### src/design/psvm_ram.sv
// generic single-port-write ram with registered read
module psvm_ram #(
	parameter int W = 8,
	parameter int D = 16,
	parameter int AW = (D > 1) ? $clog2(D) : 1
) (
	input  logic          clk,
	input  logic          we,
	input  logic [AW-1:0] waddr,
	input  logic [W-1:0]  wdata,
	input  logic          re,
	input  logic [AW-1:0] raddr,
	output logic [W-1:0]  rdata
);

	logic [W-1:0] mem [D];

	always_ff @(posedge clk) begin
		if (we)
			mem[waddr] <= wdata;
		if (re)
			rdata <= mem[raddr];
	end

endmodule

### config.mk
export PLATFORM = sky130hd
export DESIGN_NAME = psvm_ram
export DESIGN_NICKNAME = d
export VERILOG_FILES = /design/src/design/psvm_ram.sv
export SDC_FILE = /design/constraint.sdc
export NUM_CORES = 1
export LEC_CHECK = 0
export BUFFER_PORTS_ARGS = -buffer_cell sky130_fd_sc_hd__buf_2
export CORE_MARGIN = 5
export CORE_UTILIZATION = 54
export CTS_CLUSTER_DIAMETER = 40
export DETAILED_ROUTE_END_ITERATION = 12
export GPL_TIMING_DRIVEN = 0
export PLACE_DENSITY = 0.73
export REMOVE_ABC_BUFFERS = 1
export SLEW_MARGIN = 10
export SYNTH_ARGS = -nofsm -noshare
export SYNTH_HDL_FRONTEND = slang
export SYNTH_SLANG_ARGS = --single-unit
### constraint.sdc
create_clock -name clk -period 4.09 [get_ports clk]
set_input_delay 0.409 -clock clk [delete_from_list [all_inputs] [get_ports clk]]
set_output_delay 0.409 -clock clk [all_outputs]
set_load 0.01 [all_outputs]
==> impl_metrics.env <==
export IMPL_synthFlopType="edfxtp_1"
export IMPL_antenna_found_initial=0
export IMPL_path_max_fanout=32
export IMPL_finalCritPeriodShare_pct=51.0
export IMPL_dp_hpwl_um=5630
export IMPL_drv_slew=0
export IMPL_synthMuxAreaShare_pct=14.8
export IMPL_synth_xor_xnor_area_share_pct=0
export IMPL_final_nets=283
export IMPL_drtPass1Iterations=4
export IMPL_fin_ws_ns=2.01
export IMPL_antenna_cells=0
export IMPL_drt_initial_drc_count=217
export IMPL_syn_instance_count=229
export IMPL_p_switching_mw=0.635
export IMPL_layout_commonest_cell="edfxtp_1"
export IMPL_p_comb_share_pct=4.3
export IMPL_swShare_pct=20.0
export IMPL_ys_seq_area_share_pct=78.1
export IMPL_area_growth_pct=15.4
export IMPL_synth_top_family_by_area="multiplexers"
export IMPL_holdBufCountCts=0
export IMPL_maxCapViolCount=0
export IMPL_cp_start_kind="input pin"
export IMPL_rsz0062_at_grt="no"
export IMPL_fin_setup_tns_ns=0
export IMPL_postCtsSetupBuffers=0
export IMPL_p_leak_nw=2.00
export IMPL_hold_viol_final=0
export IMPL_synthDistinctLibCells=18
export IMPL_drt_total_wl_um=9540
export IMPL_pin_count=27
export IMPL_ir_drop_mv=0.310
export IMPL_place_area_um2=5460
export IMPL_fin_crit_ns=2.08
export IMPL_clockPowerShare_pct=46.0
export IMPL_cp_data_required_time_ns=4.33
export IMPL_start_util_pct=54.5
export IMPL_insertion_delay_ns=0.52
export IMPL_gp_routability_congestion=0.749
export IMPL_grt_pass1_wl_um=14400
export IMPL_die_x_um=108
export IMPL_fmax_ghz=0.480
export IMPL_drive_gt1_share_pct=28.5
export IMPL_cts_tree="built"
export IMPL_via_per_inst=5.87
export IMPL_async_flop_share_pct=0
export IMPL_wl_per_cell_um=23.3
export IMPL_gr_total_overflow=0
export IMPL_first_global_vias=2429
export IMPL_power_frac_seq_pct=49.7
export IMPL_synth_edf_count=136
export IMPL_synth_seq_cells=136
export IMPL_htreeDepth=4
export IMPL_hold_class="in -> reg"
export IMPL_num_vias=2408
export IMPL_dieHeight_um=108
export IMPL_synth_compound_area_share_pct=2.30
export IMPL_design_core_area_um2=9590
export IMPL_fin_area_um2=6030
export IMPL_cts_sinks=136
export IMPL_grt_usage_pct=17.8
export IMPL_yosys_area_share_adder_pct=0
export IMPL_ys_warn_count=0
export IMPL_drc=0
export IMPL_synthSimpleGateAreaFrac_pct=3.14
export IMPL_worst_setup_path_end_kind="flop"
export IMPL_grt_max_degree=33
export IMPL_ant_nets=0
export IMPL_fin_cells=410
export IMPL_fin_hold_ws_ns=0.229
export IMPL_numPortBuffers=26
export IMPL_root_buffer="clkbuf_8"
export IMPL_clock_skew_ns=0.00556
export IMPL_setup_violations_final=0
export IMPL_numCtsBuffers=17
export IMPL_post_cts_resize_count=0
export IMPL_run_status="completed"
export IMPL_crit_arrival_ns=2.33
export IMPL_place_inst=378
export IMPL_dp_slack_ns=1.45
export IMPL_synth_area_um2=5230
export IMPL_avgSynthCellArea_um2=22.8
export IMPL_row_count=36
export IMPL_crit_type="in -> reg"
export IMPL_die_area_um2=11700
export IMPL_p_per_area_nw_per_um2=527
export IMPL_p_int_mw=2.54
export IMPL_clock_path_buffers=2
export IMPL_worst_pin_slew_ns=1.03
export IMPL_cts_clk_slew_worst_paths_ns=0.06
export IMPL_slew_headroom_pct=31.1
export IMPL_mostFrequentLayoutCells="edfxtp_1, buf_2, mux4_2, a22oi_1, clkbuf_16"
==> metrics by stage <==
step / util [%] / power (mW)
after floorplan: - / 1.67
after global placement: 56.7 / 1.74
after detailed placement: 56.9 / 1.75
after CTS: 62.9 / 3.19
after global routing: 62.9 / 3.28
final: 62.9 / 3.18
==> per-layer routing <==
metal	wire length [um]	vias up	global-route usage (%)
met5	0	-	0
met4	100	0	5.68
met3	762	10	6.39
met2	4720	98	27.0
met1	3950	1246	24.6
li1	-	1054	-
==> path summary, 6_finish.rpt <==
path / start / end / slack, ns / depth (start not counted)
min reg2reg: mem[10][6] / rdata[6] / 0.77 / 3
max reg2reg: mem[9][3] / rdata[3] / 2.46 / 3
max: raddr[0] / rdata[3] / 2.01 / 4
min: re / rdata[5] / 0.23 / 1
==> synthesized netlist by cell type, types with 2 or more instances <==
| cell type | count | area share [%] |
|---|---|---|
| edfxtp_1 | 136 | 78 |
| nand2_1 | 9 | 0.65 |
| nand2b_1 | 2 | 0.24 |
| mux4_2 | 18 | 7.8 |
| buf_2 | 3 | 0.29 |
| nor2_1 | 13 | 0.93 |
| buf_6 | 3 | 0.65 |
| mux4_1 | 14 | 7.0 |
| nand3b_1 | 2 | 0.29 |
| nor3_1 | 4 | 0.38 |
| a22oi_1 | 16 | 2.3 |
| clkdlybuf4s25_2 | 3 | 0.57 |
==> area by class of cell <==
| cell class | instances | area, um^2 |
|---|---|---|
| Clock buffer | 17 | 414 |
| Clock inverter | 15 | 160 |
| Fill cell | 633 | 3560 |
| Multi-Input combinational cell | 83 | 1080 |
| Sequential cell | 136 | 4080 |
| Tap cell | 133 | 166 |
| Timing Repair Buffer | 26 | 130 |
==> logic make-up (layout without fill, tap and decap cells) <==
logic type             Yosys count  after routing
DFF                            136            136
and+or+nand+nor                 35             35
muxes                           32             32
AOI/OAI and AO/OA               16             16
buffers and inverters           10             58
==> sequential cells by signal, indices dropped and copies added, names as in the netlist <==
register / count
rdata: 8
mem: 128
==> power by group through the flow <==
stage          combinational [mW]  clock (mW)  sequential (mW)
2_1_floorplan              0.0626           0             1.61
3_3_place_gp                0.132           0             1.60
3_5_place_dp                0.138           0             1.61
4_1_cts                     0.139        1.47             1.58
5_1_grt                     0.148        1.56             1.58
6_report                    0.136        1.46             1.58
==> critical path: stages <==
cell     delay (ns)
buf_2          0.76
mux4_1         0.67
a22oi_1        0.30
nand2_1        0.16
(Power assumes the default switching activity.)
