**config.mk**
```make
export PLATFORM = sky130hd
export DESIGN_NAME = psvm_div
export DESIGN_NICKNAME = d
export VERILOG_FILES = /design/src/design/psvm_pkg.sv /design/src/design/psvm_div.sv
export SDC_FILE = /design/constraint.sdc
export NUM_CORES = 1
export LEC_CHECK = 0
export BUFFER_PORTS_ARGS = -buffer_cell sky130_fd_sc_hd__buf_2
export CORE_UTILIZATION = 51
export DETAILED_ROUTE_END_ITERATION = 10
export MAX_ROUTING_LAYER = met4
export PLACE_DENSITY = 0.76
export SYNTH_ARGS = -nofsm -noshare
export SYNTH_HDL_FRONTEND = slang
export SYNTH_SLANG_ARGS = --single-unit
```
**constraint.sdc**
```tcl
create_clock -name clk -period 2.5 [get_ports clk]
set_input_delay 0.5 -clock clk [delete_from_list [all_inputs] [get_ports clk]]
set_output_delay 0.5 -clock clk [all_outputs]
set_load 0.01 [all_outputs]
```
**src/design/psvm_pkg.sv**
```systemverilog
// shared constants, types and functions of the voice mixer
package psvm_pkg;

	localparam int VOICES        = 16;
	localparam int VID_W         = (VOICES > 1) ? $clog2(VOICES) : 1;
	localparam int SAMPLE_RATE   = 48000;
	localparam int FILTER_ATTACK = 0;
	localparam int SUM_W         = 49 + VID_W;
	localparam int CFG_W         = 3;
	localparam int CFG_DATA_W    = 16;
	localparam logic [17:0] ENV_MAX = 18'h3FFFF;

	localparam logic [1:0] ACT_TICK   = 2'd0;
	localparam logic [1:0] ACT_ON     = 2'd1;
	localparam logic [1:0] ACT_OFF    = 2'd2;
	localparam logic [1:0] ACT_UNUSED = 2'd3;

	localparam logic [CFG_W-1:0] CFG_WAVE_DUTY   = 3'd0;
	localparam logic [CFG_W-1:0] CFG_AMP_ATTACK  = 3'd1;
	localparam logic [CFG_W-1:0] CFG_AMP_DECAY   = 3'd2;
	localparam logic [CFG_W-1:0] CFG_AMP_SUSTAIN = 3'd3;
	localparam logic [CFG_W-1:0] CFG_FLT_DECAY   = 3'd4;
	localparam logic [CFG_W-1:0] CFG_FLT_SUSTAIN = 3'd5;
	localparam logic [CFG_W-1:0] CFG_CUTOFF      = 3'd6;
	localparam logic [CFG_W-1:0] CFG_RESONANCE   = 3'd7;

	// octave-3 semitone frequencies, Q8.16 Hz
	localparam logic [23:0] SEMITONE [12] = '{
		24'd8572947, 24'd9082720, 24'd9622807, 24'd10195009,
		24'd10801236, 24'd11443511, 24'd12123977, 24'd12844906,
		24'd13608704, 24'd14417920, 24'd15275254, 24'd16183568
	};

	typedef struct packed {
		logic               gate;
		logic [6:0]         pitch;
		logic [15:0]        gain;
		logic [31:0]        phase;
		logic [17:0]        env;
		logic signed [31:0] low;
		logic signed [31:0] band;
	} voice_t;

	typedef struct packed {
		logic        start;
		logic [15:0] num;
		logic [15:0] den;
	} div_req_t;

	typedef struct packed {
		logic        done;
		logic [16:0] quo;
	} div_rsp_t;

	// phase increment per tick, evaluated at elaboration only
	function automatic logic [31:0] phase_inc(input logic [6:0] p);
		logic [63:0] inc;
		int oct;
		int k;
		oct = int'(p) / 12;
		k   = int'(p) % 12;
		inc = (64'(SEMITONE[k]) << (12 + oct)) / 64'(SAMPLE_RATE);
		return inc[31:0];
	endfunction

	function automatic logic signed [31:0] sat32(input logic signed [63:0] v);
		if (v > 64'sd2147483647)
			return 32'sh7FFFFFFF;
		else if (v < -64'sd2147483648)
			return 32'sh80000000;
		else
			return v[31:0];
	endfunction

	function automatic logic signed [15:0] sat16(input logic signed [63:0] v);
		if (v > 64'sd32767)
			return 16'sh7FFF;
		else if (v < -64'sd32768)
			return 16'sh8000;
		else
			return v[15:0];
	endfunction

endpackage

```
**src/design/psvm_div.sv**
```systemverilog
// iterative divider for envelope levels: quo = (num << 16) / den, num <= den
module psvm_div (
	input  logic                clk,
	input  logic                arst_n,
	input  psvm_pkg::div_req_t  req,
	output psvm_pkg::div_rsp_t  rsp
);

	logic [16:0] rem_q;
	logic [15:0] den_q;
	logic [16:0] quo_q;
	logic [4:0]  cnt_q;
	logic        busy_q;
	logic        done_q;
	logic        ge;
	logic [16:0] rem_sub;

	assign ge      = rem_q >= {1'b0, den_q};
	assign rem_sub = ge ? (rem_q - {1'b0, den_q}) : rem_q;

	always_ff @(posedge clk or negedge arst_n) begin
		if (!arst_n) begin
			busy_q <= 1'b0;
			done_q <= 1'b0;
			cnt_q  <= '0;
		end else begin
			done_q <= 1'b0;
			if (req.start) begin
				busy_q <= 1'b1;
				cnt_q  <= 5'd17;
			end else if (busy_q) begin
				cnt_q <= cnt_q - 5'd1;
				if (cnt_q == 5'd1) begin
					busy_q <= 1'b0;
					done_q <= 1'b1;
				end
			end
		end
	end

	always_ff @(posedge clk) begin
		if (req.start) begin
			rem_q <= {1'b0, req.num};
			den_q <= req.den;
			quo_q <= '0;
		end else if (busy_q) begin
			rem_q <= {rem_sub[15:0], 1'b0};
			quo_q <= {quo_q[15:0], ge};
		end
	end

	assign rsp.done = done_q;
	assign rsp.quo  = quo_q;

endmodule

```
==> flow_summary_export.csv, run 1 <==
group,metric,value,unit
power,power.share.sequential,0.289,
clock_tree,clk_path_buf_depth,2,
synthesis,yosys_warnings,0,
clock_tree,cts_sinks,57,
worst_hold_path,worstHoldPathCells,1,
timing,rsz0062_at_grt,"yes",
timing,final.period_utilization,1.019,
power,switchingPower,1.836,mW
final_layout,syn2layout_area_growth,29.39,%
floorplan,coreArea,5956,µm²
route,wl_per_cell,14.99,µm
clock_tree,clk_latency,350,ps
floorplan,rows,28,
global_route,grt_max_degree,59,
timing,relSlewSlack,0.4905,
timing,fmax,392.6,MHz
route,first_pass_iters,4,
final_layout,drive_above_1_share,0.3384,
place,dp_hpwl,4504,µm
global_route,gr-usage-all-layers,0.2282,
final_layout,n_antenna_cell,0,
timing,fin_skew,10.49,ps
synthesis,synth.cell_area,3154,µm²
worst_setup_path,path_class,"reg2reg",
synthesis,ys_seq_area_frac,0.4744,
timing,finalHoldViolations,0,
worst_setup_path,reg2regPathDepth,10,
worst_setup_path,crit_arrival,2620,ps
clock_tree,clockRootBuffer,"clkbuf_8",
power,powerDensity,1202,nW/µm²
power,pwr-share-clk,0.168,
worst_setup_path,crit_start,"rem_q[3]",
place,place_congestion,0.8416,
clock_tree,htree_levels,3,
timing,setup_violations,8,
synthesis,syn_avg_cell_area,10.41,µm²
worst_hold_path,worstHoldStart,"req[9]",
power,comb_power_share,0.543,
synthesis,yosys.area.top_type,"edfxtp_1",
timing,tightestPinTransition,762.4,ps
global_route,grt_pass1_vias,2319,
floorplan,io_pins,53,
worst_setup_path,rrSetupSlack,-50,ps
synthesis,ys.flop_type,"edfxtp_1",
power,ir_drop,0.0005919,V
worst_setup_path,endpoint_kind,"register",
worst_setup_path,start_kind,"register",
floorplan,start_util,0.5296,
synthesis,ys_ff_latch,57,
floorplan,die_h,80.65,µm
timing,slew_violations,0,
global_route,grt_pass1_wl,10780,µm
route,ant_nets,0,
timing,min_period,2547,ps
final_layout,nets,442,
run_status,outcome,"finished, violations left",
worst_setup_path,rr_startpoint,"rem_q[3]",
timing,setup_slack,-46.84,ps
final_layout,fill_cells,463,
synthesis,synth-edff-count,32,
synthesis,synth.area.top_cells,"edfxtp_1 30%, dfxtp_1 11%, mux2i_1 7.6%",
floorplan,die-width,80.65,µm
worst_setup_path,timing.rr.end,"rem_q[3]",
worst_setup_path,cp_max_fo,6,
worst_hold_path,hold_path_class,"in2reg",
synthesis,async_reset_ff_frac,0.1228,
route,drtIter0Drc,153,
route,totalWireLength,7013,µm
route,drc_errors,0,
power,power,4.905,mW
timing,whs,320.4,ps
synthesis,synth_top_area_frac,0.3046,
synthesis,syn_nets,357,
place,io_buffers,52,
global_route,antenna_found_initial,0,
clock_tree,cts_tree,"done",
global_route,overflow,0,
synthesis,synth.distinct_cells,49,
route,vias,2515,
power,p_sw_frac,0.3743,
run_status,violations,"setup timing",
route,viasPerCell,5.374,
clock_tree,cts_buffers,9,
run,drv_cap,0,
power,p_leak,1.954,nW
floorplan,die_area,6504,µm²
power,p_int,3.069,mW
clock_tree,clk_pin_slew_worst_paths,70,ps
worst_hold_path,holdPathEnd,"den_q[9]",
worst_setup_path,cp.required,2570,ps
synthesis,synth_cells,303,
==> cells by family (layout without fill, tap and decap cells) <==
family                   Yosys count  in the layout  synth area share
AND/OR/NAND/NOR                   79             79            0.1134
AO/OA/AOI/OAI                     70             70            0.1595
flip-flops                        57             57            0.4744
buffers and inverters             38            128           0.05355
multiplexers                      25             25           0.07973
adder cells (fa/ha/maj)           19             19           0.07775
XOR/XNOR                          15             15           0.04165
==> timing repair <==
action,in CTS,in global routing
setup buffers,7,4
hold buffers,1,0
endpoints found under the hold margin,7,0
gates resized for setup,14,27
cloned,1,0
pin swaps,4,16
endpoints found under the setup margin,12,16
==> state kept, by name, indices dropped and copies added, names as in the netlist <==
signal  flops
den_q      16
rem_q      17
busy_q      1
quo_q      17
done_q      1
cnt_q       5
==> Yosys cell counts, types with 2 or more instances <==
| master | instances |
|---|---|
| a211oi_1 | 3 |
| a21o_1 | 8 |
| edfxtp_1 | 32 |
| ha_1 | 18 |
| a21oi_1 | 20 |
| o311ai_0 | 4 |
| nor2_1 | 29 |
| o211ai_1 | 2 |
| a21oi_4 | 2 |
| nor4_1 | 2 |
| buf_1 | 2 |
| o21bai_1 | 2 |
| nand4_1 | 3 |
| xnor2_1 | 8 |
| o21ai_1 | 2 |
| buf_6 | 3 |
| a31oi_1 | 2 |
| nand2b_1 | 3 |
| o21ai_0 | 12 |
| dfxtp_1 | 18 |
| xor2_1 | 7 |
| dfrtp_1 | 7 |
| nand3_1 | 6 |
| inv_1 | 22 |
| nand2_1 | 25 |
| nor2b_1 | 3 |
| clkbuf_1 | 10 |
| mux2i_1 | 24 |
| o2111ai_1 | 2 |
| and3_1 | 2 |
| nor3_1 | 2 |
==> cell type report <==
cell class / count / area (µm²) / share of cell area
sequential: 57 / 1496 / 0.3666
multi-input combinational: 208 / 1617 / 0.3961
clock buffer: 12 / 166.4 / 0.04077
tap: 75 / 93.84 / 0.02299
clock inverter: 4 / 22.52 / 0.005518
inverter: 22 / 82.58 / 0.02023
timing repair buffer: 90 / 603.1 / 0.1478
==> stage by stage <==
| step | cell area [µm²] | TNS (ps) | setup slack, ps | std cells | util |
|---|---|---|---|---|---|
| CTS | 3941 | 0 | 11.26 | 464 | 0.6618 |
| global route | 4081 | -1481 | -135.5 | 468 | 0.6853 |
| floorplan | 3154 | 0 | 29.33 | 303 | - |
| global placement | 3622 | -25.22 | -14.36 | 439 | 0.6082 |
| finish | 4081 | -232.8 | -46.84 | 468 | 0.6853 |
| detailed placement | 3622 | -641.4 | -93.33 | 439 | 0.6082 |
==> how the worst max path moves through the flow <==
stage | endpoint | slack, ps | cells past startpoint
after floorplan | rem_q[10] | 30 | 9
after global placement | rem_q[2] | -10 | 9
after detailed placement | rem_q[3] | -90 | 10
after CTS | rem_q[9] | 10 | 9
after global routing | rem_q[2] | -140 | 10
final | rem_q[3] | -50 | 10
==> critical path: stages (launching register included) <==
cell      delay [ps]
edfxtp_1         430
ha_4             270
a21o_1           190
a21oi_4          170
a211oi_2         110
o32a_4           400
a21oi_4          200
buf_4            140
buf_6            110
mux2i_1          180
o21ai_1           70
==> power by group through the flow <==
stage	Sequential (mW)	Combinational, mW	Clock (mW)
2_1_floorplan	1.38	1.57	0
5_1_grt	1.44	2.89	0.877
3_3_place_gp	1.40	2.07	0
3_5_place_dp	1.40	2.13	0
6_report	1.42	2.66	0.823
4_1_cts	1.40	2.39	0.842
==> layer usage <==
metal | global-route usage | part of all wire | wire length [µm]
met4 | 0.08750 | 0.018 | 128
met3 | 0.07614 | 0.044 | 306
met1 | 0.2794 | 0.47 | 3316
met2 | 0.3475 | 0.46 | 3261
met5 | - | 0 | 0
==> placed cells by master, fill, tap and decap left out, types with 3 or more instances in the layout <==
master,n
inv_2,3
a21oi_2,4
dfrtp_1,7
buf_6,6
buf_2,52
xnor2_1,8
a21oi_1,16
nand4_1,3
o21ai_0,9
ha_4,4
ha_1,13
xor2_1,7
nand2b_1,3
nand3_1,4
mux2i_1,24
edfxtp_1,32
nor2_1,29
o21ai_1,3
a21o_1,8
inv_1,19
o311ai_1,3
dfxtp_1,18
nand2_1,25
clkbuf_8,10
buf_4,29
Note: power is estimated with default switching activity, not from simulation.
==> inputs of run 2 (changes only) <==
--- a/config.mk
+++ b/config.mk
@@ -6,6 +6,7 @@
 export NUM_CORES = 1
 export LEC_CHECK = 0
 export BUFFER_PORTS_ARGS = -buffer_cell sky130_fd_sc_hd__buf_2
+export CORE_ASPECT_RATIO = 1.2
 export CORE_UTILIZATION = 51
 export DETAILED_ROUTE_END_ITERATION = 10
 export MAX_ROUTING_LAYER = met4
==> run 2 against run 1 <==
Compared with the run above: combinational power decreased by 7.5%; critical endpoint is now rem_q[1]; the run now ends clean; clock skew decreased by 3.7 ps; via count decreased by 0.60%; critical path type unchanged.
==> flow_summary_export.csv, run 2 (same netlist as run 1, synthesis figures left out) <==
group,metric,value,unit
final_layout,layout_commonest_cell,"buf_2",
run_status,outcome,"finished, final reports clean",
floorplan,rows,31,
place,dp_hpwl,4557,µm
worst_setup_path,worst_path_max_delay_cell,"edfxtp_1",
power,p_leak,1.898,nW
floorplan,start_util,0.5247,
global_route,antenna_found_initial,0,
route,ant_nets,0,
route,vias,2500,
place,io_buffers,52,
timing,min_period,2483,ps
timing,slew_violations,0,
clock_tree,cts_buffers,9,
worst_setup_path,crit_buf_inv,1,
route,first_pass_iters,4,
place,dp_cells,444,
global_route,overflow,0,
timing,fmax,402.7,MHz
worst_setup_path,crit_top_cell,"a21oi_4",
timing,fin_skew,6.797,ps
worst_setup_path,rr_startpoint,"rem_q[3]",
clock_tree,clk_latency,350,ps
clock_tree,clk_pin_slew_worst_paths,70,ps
power,powerDensity,1161,nW/µm²
floorplan,io_pins,53,
worst_hold_path,worstHoldPathCells,1,
worst_setup_path,start_kind,"register",
clock_tree,clk_path_buf_depth,2,
worst_setup_path,crit_start,"rem_q[3]",
global_route,grt_pass1_vias,2485,
final_layout,mostFrequentLayoutCells,"53 x buf_2, 32 x edfxtp_1, 30 x buf_4, 29 x nor2_1, 25 x nand2_1",
worst_setup_path,reg2regPathDepth,9,
route,totalWireLength,6891,µm
global_route,grt_pass1_wl,10850,µm
worst_setup_path,path_delay_family,"compound AO/OA/AOI/OAI gates",
final_layout,fill_cells,466,
final_layout,syn2layout_area_growth,26.42,%
worst_setup_path,cpPeakStageDelay,450,ps
global_route,grt_max_degree,59,
timing,final.period_utilization,0.9933,
worst_setup_path,cp_max_fo,5,
clock_tree,cts_sinks,57,
floorplan,die-width,73.79,µm
clock_tree,clockRootBuffer,"clkbuf_8",
worst_setup_path,cp.depth,9,
worst_setup_path,endpoint_kind,"register",
final_layout,drive_above_1_share,0.3231,
worst_setup_path,crit_arrival,2680,ps
final_layout,nets,439,
timing,rsz0062_at_grt,"yes",
final_layout,final_cells,472,
route,wl_per_cell,14.60,µm
worst_setup_path,path_class,"reg2reg",
clock_tree,htree_levels,3,
power,ir_drop,0.0005884,V
worst_hold_path,worstHoldStart,"req[12]",
floorplan,die_area,6505,µm²
timing,relSlewSlack,0.4869,
floorplan,coreArea,6012,µm²
worst_setup_path,cp.required,2700,ps
floorplan,die_h,88.15,µm
timing,finalHoldViolations,0,
route,viasPerCell,5.297,
power,power,4.629,mW
final_layout,top_regs,"quo_q: 17 flops, rem_q: 17 flops, den_q: 16 flops",
worst_setup_path,crit_path_cell_trace,"ha_4, a21o_1, a21oi_4, a211oi_2, o32a_4, a21oi_4, buf_4, mux2_2, o21ai_1",
final_layout,n_antenna_cell,0,
run,drv_cap,0,
route,drtIter0Drc,130,
worst_hold_path,hold_path_class,"in2reg",
timing,tightestPinTransition,767.9,ps
timing,setup_violations,0,
global_route,gr-usage-all-layers,0.2312,
place,place_congestion,0.8356,
route,drc_errors,0,
clock_tree,cts_tree,"done",
final_layout,postLayoutCoreUtil,0.6633,
==> run 2: cell types whose count changed in the layout (fill, tap and decap cells not counted), sizes merged <==
| cell | delta |
|---|---|
| buf | -3 |
| clkbuf | -1 |
| clkinv | +2 |
| inv | -1 |
==> run 2: cell type report <==
class / count / area, µm² / share of cell area
multi-input cells: 208 / 1600 / 0.4013
flip-flops and latches: 57 / 1496 / 0.3753
clock inverters: 5 / 30.03 / 0.007531
well taps: 82 / 102.6 / 0.02573
inverters: 22 / 82.58 / 0.02071
clock buffers: 11 / 141.4 / 0.03546
repair buffers: 87 / 534.3 / 0.1340
==> run 2: report_power, final <==
part / switching, mW / total [mW] / internal [mW]
Sequential: 0.158 / 1.42 / 1.26
Combinational: 1.21 / 2.46 / 1.25
Clock: 0.372 / 0.755 / 0.383
==> run 2: what timing repair did <==
item / CTS / global route
buffers inserted: 1 / 9
resized for setup: 12 / 16
endpoints found under the setup margin: 15 / 15
pin swaps: 3 / 6
hold buffers: 1 / 0
hold endpoints to repair: 7 / 0
gates cloned: 0 / 1
==> run 2: layer usage <==
layer | GRT usage | vias to the layer above | share of wire
li1 | - | 1249 | -
met1 | 0.2608 | 1172 | 0.42
met2 | 0.3678 | 58 | 0.51
met3 | 0.06789 | 21 | 0.041
met4 | 0.1224 | 0 | 0.027
met5 | - | - | 0
==> run 2: stage by stage <==
step                hold slack (ps)  TNS [ps]  instance area (µm²)  setup slack (ps)
floorplan                     204.4         0                 3154             29.33
global placement              338.5    -47.48                 3603            -19.85
detailed placement            347.9    -777.1                 3603            -148.3
CTS                           318.7         0                 3851             13.83
global route                  320.4     -1038                 3988            -111.9
finish                        326.0         0                 3988             16.84
==> run 2: worst paths after layout <==
path | endpoint | slack, ps
min | den_q[12] | 330
max in group asynchronous | cnt_q[4] | 1830
min reg2reg | quo_q[16] | 500
max | rem_q[1] | 20
min in group asynchronous | cnt_q[1] | 510
max reg2reg | rem_q[1] | 20
